<file path="src/hw/rtl/sha256_byte_stream_hasher_macros.svh">
// Assertion macros for the SHA-256 byte stream hasher.
// Included by files that hold concurrent assertions.
`ifndef SHA256_BYTE_STREAM_HASHER_MACROS_SVH
`define SHA256_BYTE_STREAM_HASHER_MACROS_SVH
// implication checked on every edge outside reset
`define SHA_ASSERT_IMP(label, clk, rst_n, pre, post) \
	label: assert property (@(posedge clk) disable iff (!rst_n) (pre) |-> (post)) \
		else $error("assertion failed");
// next-cycle implication
`define SHA_ASSERT_NEXT(label, clk, rst_n, pre, post) \
	label: assert property (@(posedge clk) disable iff (!rst_n) (pre) |=> (post)) \
		else $error("assertion failed");
`endif

</file>
<file path="src/hw/rtl/sha_pkg.sv">
// Package for the SHA-256 byte stream hasher: constants, types, round functions.
// No dependencies.
package sha_pkg;
	localparam int BlockBytes = 64;
	localparam int Rounds = 64;
	localparam logic [7:0] PadByte = 8'h80;
	localparam int CfgIdxW = 3;
	localparam int CfgDataW = 64;
	localparam logic [CfgIdxW-1:0] RegEnable = 3'd0;
	localparam logic [CfgIdxW-1:0] RegAb = 3'd1;
	localparam logic [CfgIdxW-1:0] RegCd = 3'd2;
	localparam logic [CfgIdxW-1:0] RegEf = 3'd3;
	localparam logic [CfgIdxW-1:0] RegGh = 3'd4;
	localparam logic [CfgIdxW-1:0] RegBytes = 3'd5;

	localparam logic [31:0] InitValue [8] = '{
		32'h6a09e667, 32'hbb67ae85, 32'h3c6ef372, 32'ha54ff53a,
		32'h510e527f, 32'h9b05688c, 32'h1f83d9ab, 32'h5be0cd19};

	localparam logic [31:0] RoundK [64] = '{
		32'h428a2f98, 32'h71374491, 32'hb5c0fbcf, 32'he9b5dba5,
		32'h3956c25b, 32'h59f111f1, 32'h923f82a4, 32'hab1c5ed5,
		32'hd807aa98, 32'h12835b01, 32'h243185be, 32'h550c7dc3,
		32'h72be5d74, 32'h80deb1fe, 32'h9bdc06a7, 32'hc19bf174,
		32'he49b69c1, 32'hefbe4786, 32'h0fc19dc6, 32'h240ca1cc,
		32'h2de92c6f, 32'h4a7484aa, 32'h5cb0a9dc, 32'h76f988da,
		32'h983e5152, 32'ha831c66d, 32'hb00327c8, 32'hbf597fc7,
		32'hc6e00bf3, 32'hd5a79147, 32'h06ca6351, 32'h14292967,
		32'h27b70a85, 32'h2e1b2138, 32'h4d2c6dfc, 32'h53380d13,
		32'h650a7354, 32'h766a0abb, 32'h81c2c92e, 32'h92722c85,
		32'ha2bfe8a1, 32'ha81a664b, 32'hc24b8b70, 32'hc76c51a3,
		32'hd192e819, 32'hd6990624, 32'hf40e3585, 32'h106aa070,
		32'h19a4c116, 32'h1e376c08, 32'h2748774c, 32'h34b0bcb5,
		32'h391c0cb3, 32'h4ed8aa4a, 32'h5b9cca4f, 32'h682e6ff3,
		32'h748f82ee, 32'h78a5636f, 32'h84c87814, 32'h8cc70208,
		32'h90befffa, 32'ha4506ceb, 32'hbef9a3f7, 32'hc67178f2};

	typedef struct packed {
		logic [7:0] data_byte;
		logic       byte_valid;
		logic       end_of_message;
	} in_item_t;

	typedef struct packed {
		logic [31:0] digest_word;
		logic        digest_last;
	} out_item_t;

	typedef enum logic [1:0] {
		SrcInput = 2'd0,
		SrcPad   = 2'd1,
		SrcZero  = 2'd2,
		SrcLen   = 2'd3
	} byte_src_t;

	// controller -> datapath
	typedef struct packed {
		logic      open_msg;
		logic      put;
		byte_src_t src;
		logic      count_byte;
		logic      latch_bits;
		logic      comp_start;
		logic      comp_round;
		logic      comp_finish;
		logic      out_shift;
	} dp_cmd_t;

	// datapath -> controller
	typedef struct packed {
		logic [5:0] fill;
		logic [5:0] round;
	} dp_stat_t;

	function automatic logic [31:0] rotr(input logic [31:0] x, input int n);
		rotr = (x >> n) | (x << (32 - n));
	endfunction
endpackage

</file>
<file path="src/hw/rtl/sha_ctrl.sv">
// Controller: accepts bytes, sequences compression, padding and digest output.
// Depends on sha_pkg and the assertion macros header.
`include "sha256_byte_stream_hasher_macros.svh"
module sha_ctrl (
	input  logic              clk,
	input  logic              arst_n,
	input  logic              in_valid,
	output logic              in_ready,
	input  logic              byte_valid,
	input  logic              end_of_message,
	output logic              out_valid,
	input  logic              out_ready,
	output logic              digest_last,
	output sha_pkg::dp_cmd_t  cmd,
	input  sha_pkg::dp_stat_t stat
);
	typedef enum logic [5:0] {
		StIdle  = 6'b000001,
		StPad   = 6'b000010,
		StZero  = 6'b000100,
		StLen   = 6'b001000,
		StComp  = 6'b010000,
		StOut   = 6'b100000
	} state_t;

	state_t     state_q, ret_q;
	logic       in_msg_q;
	logic       prime_q;
	logic       fin_q;
	logic [2:0] out_cnt_q;
	logic       take;
	logic       last_put;

	assign in_ready = (state_q == StIdle);
	assign take = in_valid && in_ready && (byte_valid || end_of_message);
	assign out_valid = (state_q == StOut);
	assign digest_last = (out_cnt_q == 3'd7);
	assign last_put = cmd.put && (stat.fill == 6'd63);

	always_comb begin
		cmd = '0;
		cmd.src = sha_pkg::SrcInput;
		case (state_q)
			StIdle: begin
				cmd.open_msg = take && !in_msg_q;
				cmd.put = take && byte_valid;
				cmd.count_byte = take && byte_valid;
			end
			StPad: begin
				cmd.src = sha_pkg::SrcPad;
				cmd.put = 1'b1;
				cmd.latch_bits = 1'b1;
			end
			StZero: begin
				cmd.src = sha_pkg::SrcZero;
				cmd.put = (stat.fill != 6'd56);
			end
			StLen: begin
				cmd.src = sha_pkg::SrcLen;
				cmd.put = 1'b1;
			end
			StComp: begin
				cmd.comp_start = prime_q;
				cmd.comp_round = !prime_q && !fin_q;
				cmd.comp_finish = fin_q;
			end
			StOut: cmd.out_shift = out_ready;
			default: ;
		endcase
	end

	always_ff @(posedge clk or negedge arst_n) begin
		if (!arst_n) begin
			state_q <= StIdle;
			ret_q <= StIdle;
			in_msg_q <= 1'b0;
			prime_q <= 1'b0;
			fin_q <= 1'b0;
			out_cnt_q <= '0;
		end else begin
			case (state_q)
				StIdle: if (take) begin
					in_msg_q <= 1'b1;
					if (last_put) begin
						state_q <= StComp;
						prime_q <= 1'b1;
						ret_q <= end_of_message ? StPad : StIdle;
					end else if (end_of_message) state_q <= StPad;
				end
				StPad: if (last_put) begin
					state_q <= StComp;
					prime_q <= 1'b1;
					ret_q <= StZero;
				end else state_q <= StZero;
				StZero: if (stat.fill == 6'd56) state_q <= StLen;
					else if (last_put) begin
						state_q <= StComp;
						prime_q <= 1'b1;
						ret_q <= StZero;
					end
				StLen: if (last_put) begin
					state_q <= StComp;
					prime_q <= 1'b1;
					ret_q <= StOut;
				end
				StComp: begin
					prime_q <= 1'b0;
					if (cmd.comp_round && stat.round == 6'd63) fin_q <= 1'b1;
					if (fin_q) begin
						fin_q <= 1'b0;
						state_q <= ret_q;
					end
				end
				StOut: if (out_ready) begin
					out_cnt_q <= out_cnt_q + 3'd1;
					if (digest_last) begin
						state_q <= StIdle;
						in_msg_q <= 1'b0;
					end
				end
				default: state_q <= StIdle;
			endcase
		end
	end

	`SHA_ASSERT_IMP(a_out_only_idle_free, clk, arst_n, out_valid, !in_ready)
	`SHA_ASSERT_NEXT(a_len_to_comp, clk, arst_n, state_q == StLen && stat.fill == 6'd63,
		state_q == StComp)
	`SHA_ASSERT_IMP(a_zero_stop, clk, arst_n, state_q == StZero && stat.fill == 6'd56,
		!cmd.put)
	`SHA_ASSERT_NEXT(a_last_ends_out, clk, arst_n, out_valid && out_ready && digest_last,
		state_q == StIdle)
endmodule
</file>
<file path="config.mk">
export PLATFORM = sky130hd
export DESIGN_NAME = sha_ctrl
export DESIGN_NICKNAME = d
export VERILOG_FILES = /design/src/hw/rtl/sha_pkg.sv /design/src/hw/rtl/sha_ctrl.sv
export VERILOG_INCLUDE_DIRS = /design/src /design/src/hw/rtl
export SDC_FILE = /design/constraint.sdc
export NUM_CORES = 1
export LEC_CHECK = 0
export BUFFER_PORTS_ARGS = -buffer_cell sky130_fd_sc_hd__buf_2
export CAP_MARGIN = 20
export CORE_AREA = 2 2 49 51
export CTS_CLUSTER_DIAMETER = 30
export DETAILED_ROUTE_END_ITERATION = 16
export DIE_AREA = 0 0 51 53
export GPL_TIMING_DRIVEN = 0
export PLACE_DENSITY = 0.74
export SLEW_MARGIN = 40
export SYNTH_ARGS = -nofsm -noshare
export SYNTH_HDL_FRONTEND = slang
export SYNTH_SLANG_ARGS = --single-unit
</file>
<file path="constraint.sdc">
create_clock -name clk -period 2.8 [get_ports clk]
set_input_delay 0.28 -clock clk [delete_from_list [all_inputs] [get_ports clk]]
set_output_delay 0.28 -clock clk [all_outputs]
set_load 0.02 [all_outputs]
</file>
==> run summary <==
The final setup slack of the worst path is 0.3111 ns. For this design, the slowest cell found on the critical path is or4_1. The worst register-to-register path ends at state_q[1].

The worst setup skew after layout is 0.002389 ns. In this run the most critical hold path is launched from end_of_message. The worst setup path is launched from a flip-flop.

The buffer count from post-CTS setup fixing came out at 0. For hold timing, the worst endpoint is ret_q[0]. In this run the number of cells on the critical path is 4. By startpoint and endpoint, the worst setup path is classified as flip-flop to output pin.

The global-route usage over all layers came out at 0.1929. Setup total negative slack on the finished layout was measured at 0 ns. Leaving out fill and tap cells, the most frequent cells in the layout are 30 x buf_2, 14 x dfrtp_1, 13 x nand2_1. The final net count is 164. Counting both buffers and inverters, the worst setup path holds a total of 1. The post-CTS resize count came out at 0. The run finished with clean final reports.

The largest single stage delay on the critical path is 0.63 ns. The kind of cell with the highest combined delay along the critical path is simple AND/OR/NAND/NOR gates. Yosys mapped the design onto 45 distinct sky130hd cell types. The worst setup path is captured at an output pin. The worst register-to-register path has a depth of 6. The count of warnings emitted by yosys came out at 0. Leaving out fill and tap cells, the most frequent cell in the layout is buf_2. The number of global-route vias before repair is 865. The final worst-path cycle share came out at 0.8889. The count of pins over their slew limit came out at 0. The required time reported for the critical path endpoint is 2.52 ns. The total power is 0.8752 mW. The peak fanout along the critical path is 7. The weighted congestion at the end of routability-driven global placement came out at 0.8337.

The length of routed met2 wiring came out at 1.176 mm. The number of clock sinks is 16. The starting density of the core is 0.4758. The number of remaining DRC errors came out at 0. The routed metal-1 wire length came out at 1.039 mm. The synthesized design contains 0 enable-type register cells. Setup violations remaining at the end of the flow were counted as 0.

The final critical-path required period came out at 2.489 ns. The analysis attributes to cell leakage a power of 0.6097 nW. The number of placement rows came out at 17. The routed wirelength normalized by instance count came out at 13.65 microns. The top layer used by detailed routing is met4.

The flip-flop and latch count after synthesis is 16. The power density relative to cell area is 698.1 nW/um^2. The number of instances in the synthesized netlist is 108. The peak clock frequency supported by timing came out at 401.8 MHz.

The final cell area excluding filler cells came out at 1254 sq um. The number of endpoints with negative hold slack in the final report is 0. 0 antenna diodes ended up in the layout.

For this run, the register share of the synthesized area comes to 0.3941. The H-tree depth is 1. Compared with the post-synthesis result, the final layout area differs by 22.64%.

The pin count of the biggest net entering global routing came out at 17. Summing all placed instances gives a cell area of 1207 sq um. The fraction of layout cells with a size suffix above 1 came out at 0.3846. Counting the fill cells in the layout gives 215. The core region area is 2148 sq um. The cell at the root of the clock tree is clkbuf_4. The total congestion overflow is 0. The global-route wire length before repair is 3.781 mm.

The via total after detailed routing came out at 952. The total of buffers placed on input and output ports is 30. The mean instance size in the synthesized netlist is 9.465 sq um. The overall die width is 51 microns.

For the pin with the worst max-slew slack, the measured transition is 0.5830 ns. The vertical die dimension is 53 microns. The most used flip-flop cell after synthesis is dfrtp_1.

The peak supply drop came out at 0.4399 mV. The clock-pin transition on the worst setup and hold timing paths is 0.10 ns. The initial antenna violation count came out at 0. The cell depth of the worst min-delay path is 2. Walking the worst path, the cells encountered are or4_1 > or3b_2 > o21ai_0 > buf_2. The setup slack at placement came out at 0.6427 ns. The count of routing violations after the opening detailed-route iteration came out at 20. The routed wire length on met3 came out at 74 microns.

The worst-case clock buffer depth came out at 2. The path class of the tightest hold or removal check is primary input to flip-flop. When the netlist entered floorplanning its net count stood at 128.

The synthesized cell area is 1022 sq um. The launch point of the critical path is state_q[1]. Setup repair after global routing left no endpoint under its margin. TritonCTS built the clock tree. For this run, asynchronously set or reset flops after synthesis account for 1.000.

For the worst setup path, the data arrival time is 2.21 ns. Across all register-to-register paths, the minimum setup slack is 0.68 ns. The startpoint identified for the worst register-to-register timing path is state_q[0]. The max capacitance violation total came out at 0. The worst pin sits at a relative slew slack of 0.6078. The iteration count of the initial detailed-routing pass is 4. The total detailed-routing wirelength is 2.335 mm.

The floorplan step defined a die boundary enclosing 2703 sq um. The detailed-route vias per instance is 5.567. The final non-filler cell total is 171. The top-level I/O count is 31. The insertion delay of the later-clocked pin in the worst-skew pair came out at 0.29 ns. The number of placed instances, taps included, is 166. The count of nets left with antenna violations after detail routing is 0. Buffers inserted during clock tree synthesis total 3. The wire-length estimate of the detail-placed layout is 1.897 mm.
==> report_power, final <==
| group | switching (mW) | total, mW | leakage, nW | internal, mW |
|---|---|---|---|---|
| clock | 0.0771 | 0.156 | 0.0210 | 0.0794 |
| sequential | 0.0470 | 0.323 | 0.204 | 0.276 |
| combinational | 0.225 | 0.395 | 0.385 | 0.171 |
| total | 0.349 | 0.875 | 0.610 | 0.526 |
==> kinds of logic (layout without fill, tap and decap cells) <==
group / Yosys count / after routing / synth area share
AO/OA/AOI/OAI: 28 / 28 / 0.2007
flip-flops: 16 / 16 / 0.3941
XOR/XNOR: 3 / 3 / 0.02571
multiplexers: 2 / 2 / 0.02203
adder cells (fa/ha/maj): 2 / 2 / 0.02448
buffers and inverters: 7 / 42 / 0.04161
AND/OR/NAND/NOR: 50 / 50 / 0.2913
==> routing by layer <==
layer  global-route usage  up-vias
met5                    0        -
met4              0.09459        0
met3              0.01977        5
met2               0.3312       20
met1               0.2416      460
li1                     -      467
==> per-stage QoR <==
step	util	hold slack [ns]
after floorplan	-	-0.01559
after global placement	0.5620	0.2052
after detailed placement	0.5620	0.2107
after CTS	0.5836	0.1794
after global routing	0.5836	0.1814
final	0.5836	0.1826
==> worst max-delay path by stage <==
stage                     endpoint
after floorplan             cmd[9]
after global placement      cmd[7]
after detailed placement    cmd[7]
after CTS                   cmd[7]
after global routing        cmd[7]
final                       cmd[7]
==> worst reg2reg max path, cell delays in order, from the launching register on <==
cell and delay (ns):
dfstp_2 0.59, or4b_4 0.51, or3_4 0.38, clkinv_2 0.08, o2bb2ai_2 0.12, o31ai_1 0.10
a31o_1 0.24
==> area by class of cell <==
| cell class | instances | area (sq um) | share of cell area |
|---|---|---|---|
| timing repair buffer | 31 | 160.2 | 0.1277 |
| clock buffer | 4 | 36.28 | 0.02894 |
| buffer | 3 | 26.28 | 0.02096 |
| sequential | 16 | 402.9 | 0.3214 |
| inverter | 4 | 16.27 | 0.01297 |
| multi-input combinational | 85 | 576.8 | 0.4601 |
| tap | 28 | 35.03 | 0.02794 |
==> sequential cells by signal (all words and copies together), names as in the netlist <==
name	cells
fin_q	1
prime_q	1
in_msg_q	1
ret_q	4
state_q	6
out_cnt_q	3
==> timing repair <==
action                                  CTS  global route
hold buffers                              1             0
hold endpoints to repair                 14             0
endpoints found under the setup margin    0             0
==> cell usage after synthesis (2+ instances only) <==
master,number,share of area
nor2b_1,2,0.012
dfrtp_1,14,0.34
nor3_1,6,0.029
inv_1,3,0.011
nor2_1,9,0.033
nor4_1,2,0.012
ha_1,2,0.024
dfstp_2,2,0.051
and4_1,2,0.017
and2_1,2,0.012
a21oi_1,3,0.015
mux2_2,2,0.022
buf_4,2,0.015
xnor2_1,2,0.017
o21ai_0,12,0.059
o41ai_1,2,0.017
nand2_1,13,0.048
No activity file was read; power rests on OpenSTA's default activity.
