===== src/hw/rtl/sha256_byte_stream_hasher_macros.svh =====
// Assertion macros for the SHA-256 byte stream hasher.
// Included by files that hold concurrent assertions.
`ifndef SHA256_BYTE_STREAM_HASHER_MACROS_SVH
`define SHA256_BYTE_STREAM_HASHER_MACROS_SVH
// implication checked on every edge outside reset
`define SHA_ASSERT_IMP(label, clk, rst_n, pre, post) \
	label: assert property (@(posedge clk) disable iff (!rst_n) (pre) |-> (post)) \
		else $error("assertion failed");
// next-cycle implication
`define SHA_ASSERT_NEXT(label, clk, rst_n, pre, post) \
	label: assert property (@(posedge clk) disable iff (!rst_n) (pre) |=> (post)) \
		else $error("assertion failed");
`endif


===== src/hw/rtl/sha_pkg.sv =====
// Package for the SHA-256 byte stream hasher: constants, types, round functions.
// No dependencies.
package sha_pkg;
	localparam int BlockBytes = 64;
	localparam int Rounds = 64;
	localparam logic [7:0] PadByte = 8'h80;
	localparam int CfgIdxW = 3;
	localparam int CfgDataW = 64;
	localparam logic [CfgIdxW-1:0] RegEnable = 3'd0;
	localparam logic [CfgIdxW-1:0] RegAb = 3'd1;
	localparam logic [CfgIdxW-1:0] RegCd = 3'd2;
	localparam logic [CfgIdxW-1:0] RegEf = 3'd3;
	localparam logic [CfgIdxW-1:0] RegGh = 3'd4;
	localparam logic [CfgIdxW-1:0] RegBytes = 3'd5;

	localparam logic [31:0] InitValue [8] = '{
		32'h6a09e667, 32'hbb67ae85, 32'h3c6ef372, 32'ha54ff53a,
		32'h510e527f, 32'h9b05688c, 32'h1f83d9ab, 32'h5be0cd19};

	localparam logic [31:0] RoundK [64] = '{
		32'h428a2f98, 32'h71374491, 32'hb5c0fbcf, 32'he9b5dba5,
		32'h3956c25b, 32'h59f111f1, 32'h923f82a4, 32'hab1c5ed5,
		32'hd807aa98, 32'h12835b01, 32'h243185be, 32'h550c7dc3,
		32'h72be5d74, 32'h80deb1fe, 32'h9bdc06a7, 32'hc19bf174,
		32'he49b69c1, 32'hefbe4786, 32'h0fc19dc6, 32'h240ca1cc,
		32'h2de92c6f, 32'h4a7484aa, 32'h5cb0a9dc, 32'h76f988da,
		32'h983e5152, 32'ha831c66d, 32'hb00327c8, 32'hbf597fc7,
		32'hc6e00bf3, 32'hd5a79147, 32'h06ca6351, 32'h14292967,
		32'h27b70a85, 32'h2e1b2138, 32'h4d2c6dfc, 32'h53380d13,
		32'h650a7354, 32'h766a0abb, 32'h81c2c92e, 32'h92722c85,
		32'ha2bfe8a1, 32'ha81a664b, 32'hc24b8b70, 32'hc76c51a3,
		32'hd192e819, 32'hd6990624, 32'hf40e3585, 32'h106aa070,
		32'h19a4c116, 32'h1e376c08, 32'h2748774c, 32'h34b0bcb5,
		32'h391c0cb3, 32'h4ed8aa4a, 32'h5b9cca4f, 32'h682e6ff3,
		32'h748f82ee, 32'h78a5636f, 32'h84c87814, 32'h8cc70208,
		32'h90befffa, 32'ha4506ceb, 32'hbef9a3f7, 32'hc67178f2};

	typedef struct packed {
		logic [7:0] data_byte;
		logic       byte_valid;
		logic       end_of_message;
	} in_item_t;

	typedef struct packed {
		logic [31:0] digest_word;
		logic        digest_last;
	} out_item_t;

	typedef enum logic [1:0] {
		SrcInput = 2'd0,
		SrcPad   = 2'd1,
		SrcZero  = 2'd2,
		SrcLen   = 2'd3
	} byte_src_t;

	// controller -> datapath
	typedef struct packed {
		logic      open_msg;
		logic      put;
		byte_src_t src;
		logic      count_byte;
		logic      latch_bits;
		logic      comp_start;
		logic      comp_round;
		logic      comp_finish;
		logic      out_shift;
	} dp_cmd_t;

	// datapath -> controller
	typedef struct packed {
		logic [5:0] fill;
		logic [5:0] round;
	} dp_stat_t;

	function automatic logic [31:0] rotr(input logic [31:0] x, input int n);
		rotr = (x >> n) | (x << (32 - n));
	endfunction
endpackage


===== src/hw/rtl/sha_datapath.sv =====
// Datapath: block buffer, schedule window, working variables, chain value
// (rotated out as the digest) and length counter. Depends on sha_pkg.
module sha_datapath (
	input  logic                 clk,
	input  logic                 arst_n,
	input  sha_pkg::dp_cmd_t     cmd,
	output sha_pkg::dp_stat_t    stat,
	input  logic [7:0]           data_byte,
	input  logic                 cfg_en,
	input  logic [sha_pkg::CfgIdxW-1:0]  cfg_idx,
	input  logic [sha_pkg::CfgDataW-1:0] cfg_data,
	output logic [31:0]          digest_word
);
	logic        mid_en_q;
	logic [63:0] mid_q [4];
	logic [63:0] mid_bytes_q;
	logic [31:0] chain_q [8];
	logic [31:0] wv_q [8];
	logic [31:0] win_q [16];
	logic [31:0] blk_q [16];
	logic [31:0] blk_word_q;
	logic [5:0]  fill_q;
	logic [5:0]  round_q;
	logic [63:0] total_q;
	logic [63:0] bits_q;
	logic [63:0] start_total;
	logic [2:0]  len_idx;
	logic [7:0]  put_val;
	logic [31:0] w, t1, t2, s0, s1;
	logic [3:0]  rd_word;

	assign stat.fill = fill_q;
	assign stat.round = round_q;
	assign digest_word = chain_q[0];
	assign len_idx = fill_q[2:0];
	assign start_total = mid_en_q ? mid_bytes_q : 64'd0;

	always_comb begin
		case (cmd.src)
			sha_pkg::SrcInput: put_val = data_byte;
			sha_pkg::SrcPad:   put_val = sha_pkg::PadByte;
			sha_pkg::SrcZero:  put_val = 8'h00;
			sha_pkg::SrcLen:   put_val = bits_q[8*(7-len_idx) +: 8];
			default:           put_val = 8'h00;
		endcase
	end

	always_ff @(posedge clk or negedge arst_n) begin
		if (!arst_n) begin
			mid_en_q <= 1'b0;
			mid_bytes_q <= '0;
			for (int i = 0; i < 4; i++) mid_q[i] <= '0;
		end else if (cfg_en) begin
			case (cfg_idx)
				sha_pkg::RegEnable: mid_en_q <= cfg_data[0];
				sha_pkg::RegAb:     mid_q[0] <= cfg_data;
				sha_pkg::RegCd:     mid_q[1] <= cfg_data;
				sha_pkg::RegEf:     mid_q[2] <= cfg_data;
				sha_pkg::RegGh:     mid_q[3] <= cfg_data;
				sha_pkg::RegBytes:  mid_bytes_q <= cfg_data;
				default: ;
			endcase
		end
	end

	always_ff @(posedge clk or negedge arst_n) begin
		if (!arst_n) begin
			fill_q <= '0;
			round_q <= '0;
			total_q <= '0;
		end else begin
			if (cmd.put) fill_q <= (cmd.open_msg ? 6'd0 : fill_q) + 6'd1;
			else if (cmd.open_msg) fill_q <= '0;
			if (cmd.count_byte)
				total_q <= (cmd.open_msg ? start_total : total_q) + 64'd1;
			else if (cmd.open_msg) total_q <= start_total;
			if (cmd.comp_start) round_q <= '0;
			else if (cmd.comp_round) round_q <= round_q + 6'd1;
		end
	end

	// block buffer: 16 words, one byte lane written, one word read per cycle
	assign rd_word = cmd.comp_start ? 4'd0 : round_q[3:0] + 4'd1;
	always_ff @(posedge clk) begin
		if (cmd.put) blk_q[fill_q[5:2]][{~fill_q[1:0], 3'b000} +: 8] <= put_val;
		blk_word_q <= blk_q[rd_word];
	end

	always_comb begin
		s1 = sha_pkg::rotr(win_q[14], 17) ^ sha_pkg::rotr(win_q[14], 19)
			^ (win_q[14] >> 10);
		s0 = sha_pkg::rotr(win_q[1], 7) ^ sha_pkg::rotr(win_q[1], 18)
			^ (win_q[1] >> 3);
		w = (round_q < 6'd16) ? blk_word_q : s1 + win_q[9] + s0 + win_q[0];
		t1 = wv_q[7] + (sha_pkg::rotr(wv_q[4], 6) ^ sha_pkg::rotr(wv_q[4], 11)
			^ sha_pkg::rotr(wv_q[4], 25)) + ((wv_q[4] & wv_q[5]) ^ (~wv_q[4] & wv_q[6]))
			+ sha_pkg::RoundK[round_q] + w;
		t2 = (sha_pkg::rotr(wv_q[0], 2) ^ sha_pkg::rotr(wv_q[0], 13)
			^ sha_pkg::rotr(wv_q[0], 22))
			+ ((wv_q[0] & wv_q[1]) ^ (wv_q[0] & wv_q[2]) ^ (wv_q[1] & wv_q[2]));
	end

	always_ff @(posedge clk) begin
		if (cmd.latch_bits) bits_q <= {total_q[60:0], 3'b000};
		if (cmd.open_msg) begin
			for (int i = 0; i < 4; i++) begin
				chain_q[2*i]   <= mid_en_q ? mid_q[i][63:32] : sha_pkg::InitValue[2*i];
				chain_q[2*i+1] <= mid_en_q ? mid_q[i][31:0] : sha_pkg::InitValue[2*i+1];
			end
		end else if (cmd.comp_finish) begin
			for (int i = 0; i < 8; i++) chain_q[i] <= chain_q[i] + wv_q[i];
		end else if (cmd.out_shift) begin
			for (int i = 0; i < 7; i++) chain_q[i] <= chain_q[i+1];
			chain_q[7] <= chain_q[0];
		end
		if (cmd.comp_start) begin
			for (int i = 0; i < 8; i++) wv_q[i] <= chain_q[i];
		end else if (cmd.comp_round) begin
			for (int i = 0; i < 15; i++) win_q[i] <= win_q[i+1];
			win_q[15] <= w;
			wv_q[7] <= wv_q[6];
			wv_q[6] <= wv_q[5];
			wv_q[5] <= wv_q[4];
			wv_q[4] <= wv_q[3] + t1;
			wv_q[3] <= wv_q[2];
			wv_q[2] <= wv_q[1];
			wv_q[1] <= wv_q[0];
			wv_q[0] <= t1 + t2;
		end
	end
endmodule


===== config.mk =====
export PLATFORM = sky130hd
export DESIGN_NAME = sha_datapath
export DESIGN_NICKNAME = d
export VERILOG_FILES = /design/src/hw/rtl/sha256_byte_stream_hasher_macros.svh /design/src/hw/rtl/sha_pkg.sv /design/src/hw/rtl/sha_datapath.sv
export SDC_FILE = /design/constraint.sdc
export NUM_CORES = 2
export LEC_CHECK = 0
export BUFFER_PORTS_ARGS = -buffer_cell sky130_fd_sc_hd__buf_2
export CELL_PAD_IN_SITES_DETAIL_PLACEMENT = 1
export CELL_PAD_IN_SITES_GLOBAL_PLACEMENT = 1
export CORE_MARGIN = 2
export CORE_UTILIZATION = 53
export DETAILED_ROUTE_END_ITERATION = 8
export PLACE_DENSITY = 0.77
export SYNTH_ARGS = -nofsm -noshare
export SYNTH_HDL_FRONTEND = slang
export SYNTH_SLANG_ARGS = --single-unit
export TNS_END_PERCENT = 100

===== constraint.sdc =====
create_clock -name clk -period 13.69 [get_ports clk]
set_input_delay 2.0535 -clock clk [delete_from_list [all_inputs] [get_ports clk]]
set_output_delay 2.0535 -clock clk [all_outputs]
set_load 0.05 [all_outputs]

==> results.sh <==
export IMPL_worst_pin_slew_ns=1.41
export IMPL_drt_total_wl_mm=402
export IMPL_r2r_end="wv_q[0][159]"
export IMPL_whs_ns=0.405
export IMPL_synth_seq_area_share_pct=55.2
export IMPL_avgRoutedWirePerCell_um=33.9
export IMPL_vias=77600
export IMPL_worstPathRequired_ns=14.29
export IMPL_die_h_um=451
export IMPL_root_buffer="clkbuf_16"
export IMPL_grt_antenna_before_repair=36
export IMPL_fin_crit_sh_pct=83.9
export IMPL_syn_area_per_cell_um2=11.7
export IMPL_synth_cell_type_count=95
export IMPL_cp_end_kind="flop"
export IMPL_htree_levels=4
export IMPL_grt_max_degree=204
export IMPL_cts_tree="done"
export IMPL_final_cell_mix="edfxtp_1 (1597), nand2_1 (1053), a21oi_1 (581)"
export IMPL_vias_per_cell=6.55
export IMPL_die_w_um=451
export IMPL_start_util_pct=53.4
export IMPL_grt_pass1_wl_mm=573
export IMPL_grt_pass1_vias=78800
export IMPL_crit_arrival_ns=12.08
export IMPL_area_growth_pct=10.0
export IMPL_rsz0062_at_grt="no"
export IMPL_drt_initial_drc_count=9343
export IMPL_clkTransAtPathRegs_ns=0.07
export IMPL_synth_warnings=0
export IMPL_clk_path_buf_depth=3
export IMPL_endpoint="wv_q[0][159]"
export IMPL_core_um2=198000
export IMPL_cts_resized=0
export IMPL_cap_violations=0
export IMPL_synth_nets=9688
export IMPL_synthArstFlopShare_pct=19.4
export IMPL_rr_startpoint="win_q[1][8]"
export IMPL_first_pass_iters=7
export IMPL_r2r_slack_ns=2.21
export IMPL_ant_nets=0
export IMPL_drc=0
export IMPL_worstHoldPathType="reg2reg"
export IMPL_clk_latency_ns=0.93
export IMPL_die_area_um2=203000
export IMPL_setup_violations=0
export IMPL_cp_slowest_cell="a2111oi_1"
export IMPL_grt_overflow=0
export IMPL_outcome="complete, no violations"
export IMPL_start_kind="flop"
export IMPL_final_common_cell="edfxtp_1"
export IMPL_min_from="win_q[2][17]"
export IMPL_skew_ns=0.0886
export IMPL_slew_headroom_pct=4.49
export IMPL_nNetsFinal=9668
export IMPL_final_hold_viol_count=0
export IMPL_cts_setup_buffers=0
export IMPL_synth_edf_count=1597
export IMPL_fin_crit_ns=11.48
export IMPL_rows=163
export IMPL_dp_hpwl_mm=290
export IMPL_syn_inst=9005
export IMPL_cts_sinks=2020
export IMPL_drive_gt1_share_pct=12.7
export IMPL_postSynthRegisterBits=2020
export IMPL_slew_violations=0
export IMPL_gp_congestion=1.03
export IMPL_ctsHoldBuffers=0
export IMPL_io_buffers=131
export IMPL_path_class="reg2reg"
export IMPL_pin_count=132
export IMPL_cts_buffers_inserted=213
export IMPL_utilization_pct=58.8
export IMPL_reg2reg_depth=41
export IMPL_crit_top_cell="fa_1"
export IMPL_cp_slowest_stage_delay_ns=0.95
export IMPL_worstSetupStartpoint="win_q[1][8]"
export IMPL_synth_main_ff_cell="edfxtp_1"
export IMPL_maxClockFrequency_ghz=0.0871
export IMPL_path_max_fanout=4
export IMPL_mappedNetlistArea_um2=106000
export IMPL_track_usage_pct=39.1
export IMPL_tns_ns=0
[metal layers]
layer  vias up  global-route usage [%]  routed length [µm]
li1      32700                       -                   -
met1     39900                    50.3              152000
met2      3971                    60.8              183000
met3      1034                    7.55               35200
met4        18                    25.6               31300
met5         -                       0                 115
[per-stage QoR]
stage / setup slack (ns) / std cells / instance area [µm²]
after floorplan: 3.73 / 9005 / 106000
after global placement: 2.70 / 11400 / 109000
after detailed placement: 2.59 / 11400 / 109000
after CTS: 2.36 / 11800 / 116000
after global routing: 1.51 / 11800 / 116000
final: 2.21 / 11800 / 116000
[sequential cells by signal, indices dropped and copies added (netlist names)]
name	count
total_q	61
chain_q	256
bits_q	61
win_q	512
wv_q	256
fill_q	6
mid_q	256
round_q	6
mid_en_q	1
blk_q	512
blk_word_q	32
mid_bytes_q	61
[cell type report]
class                      count  area, µm²
fill                       20100      81500
sequential                  2020      58400
multi-input combinational   6062      43900
clock buffer                 298       6000
tap                         2640       3300
inverter                     440       1660
timing repair buffer         248       1630
clock inverter               106       1320
antenna                       29       72.6
[worst min-delay path by stage]
stage | to | slack (ns) | depth (start not counted)
after floorplan | win_q[10][0] | 0.40 | 0
after global placement | win_q[7][0] | 0.40 | 0
after detailed placement | win_q[14][31] | 0.41 | 0
after CTS | win_q[1][17] | 0.41 | 0
after global routing | win_q[10][17] | 0.41 | 0
final | win_q[1][17] | 0.40 | 0
[synthesized netlist by cell type (14+ instances only)]
| cell | n | share of area, % |
|---|---|---|
| xor2_1 | 210 | 1.7 |
| and2_1 | 18 | 0.11 |
| a31oi_1 | 76 | 0.45 |
| nand2_1 | 1057 | 3.8 |
| a211oi_1 | 54 | 0.38 |
| nand2b_1 | 71 | 0.42 |
| o31ai_1 | 26 | 0.18 |
| o21bai_1 | 46 | 0.33 |
| nor2_1 | 530 | 1.9 |
| o22ai_1 | 39 | 0.23 |
| o211ai_1 | 44 | 0.31 |
| nor2b_1 | 85 | 0.50 |
| nand4_1 | 42 | 0.25 |
| nor4_1 | 16 | 0.095 |
| or2_2 | 16 | 0.095 |
| a31o_2 | 14 | 0.12 |
| a21boi_0 | 18 | 0.13 |
| o21a_1 | 60 | 0.43 |
| ha_1 | 399 | 4.7 |
| a22oi_1 | 96 | 0.68 |
| clkbuf_1 | 396 | 1.4 |
| inv_1 | 437 | 1.6 |
| nor3_1 | 82 | 0.39 |
| buf_4 | 33 | 0.23 |
| xnor2_1 | 413 | 3.4 |
| mux2_2 | 483 | 5.1 |
| o32ai_1 | 35 | 0.29 |
| a21o_1 | 186 | 1.3 |
| o21ai_0 | 557 | 2.6 |
| mux2i_1 | 57 | 0.54 |
| nand3_1 | 113 | 0.53 |
| buf_1 | 51 | 0.18 |
| dfrtp_1 | 391 | 9.3 |
| a21oi_1 | 581 | 2.8 |
| dfxtp_1 | 32 | 0.61 |
| a311oi_1 | 14 | 0.12 |
| o311ai_0 | 16 | 0.13 |
| edfxtp_1 | 1597 | 45 |
| fa_1 | 196 | 3.7 |
| or3_1 | 40 | 0.24 |
| and3_1 | 36 | 0.21 |
| mux4_2 | 23 | 0.49 |
| a221oi_1 | 107 | 0.89 |
[worst max-delay path: cells and delay by family (launching register included)]
kind,cells,cell delay [ns]
compound gates,14,4.61
fa+ha+maj,9,3.74
simple gates,8,1.02
xor+xnor,5,0.89
flops,1,0.50
buf+inv,5,0.37
[logic make-up (layout without fill, tap and decap cells)]
group,Yosys count,in the layout,share of synthesized area [%]
flops,2020,2020,55.2
simple gates,2164,2164,8.93
fa+ha+maj,600,600,8.48
buf+inv,923,1092,3.40
mux,563,563,6.17
compound gates,2111,2111,12.6
other cells,0,29,0
xor+xnor,624,624,5.18
Power is left out: the tool's default activity adds up to more than one toggle a clock period on the data nets, which glitch-free logic cannot reach.
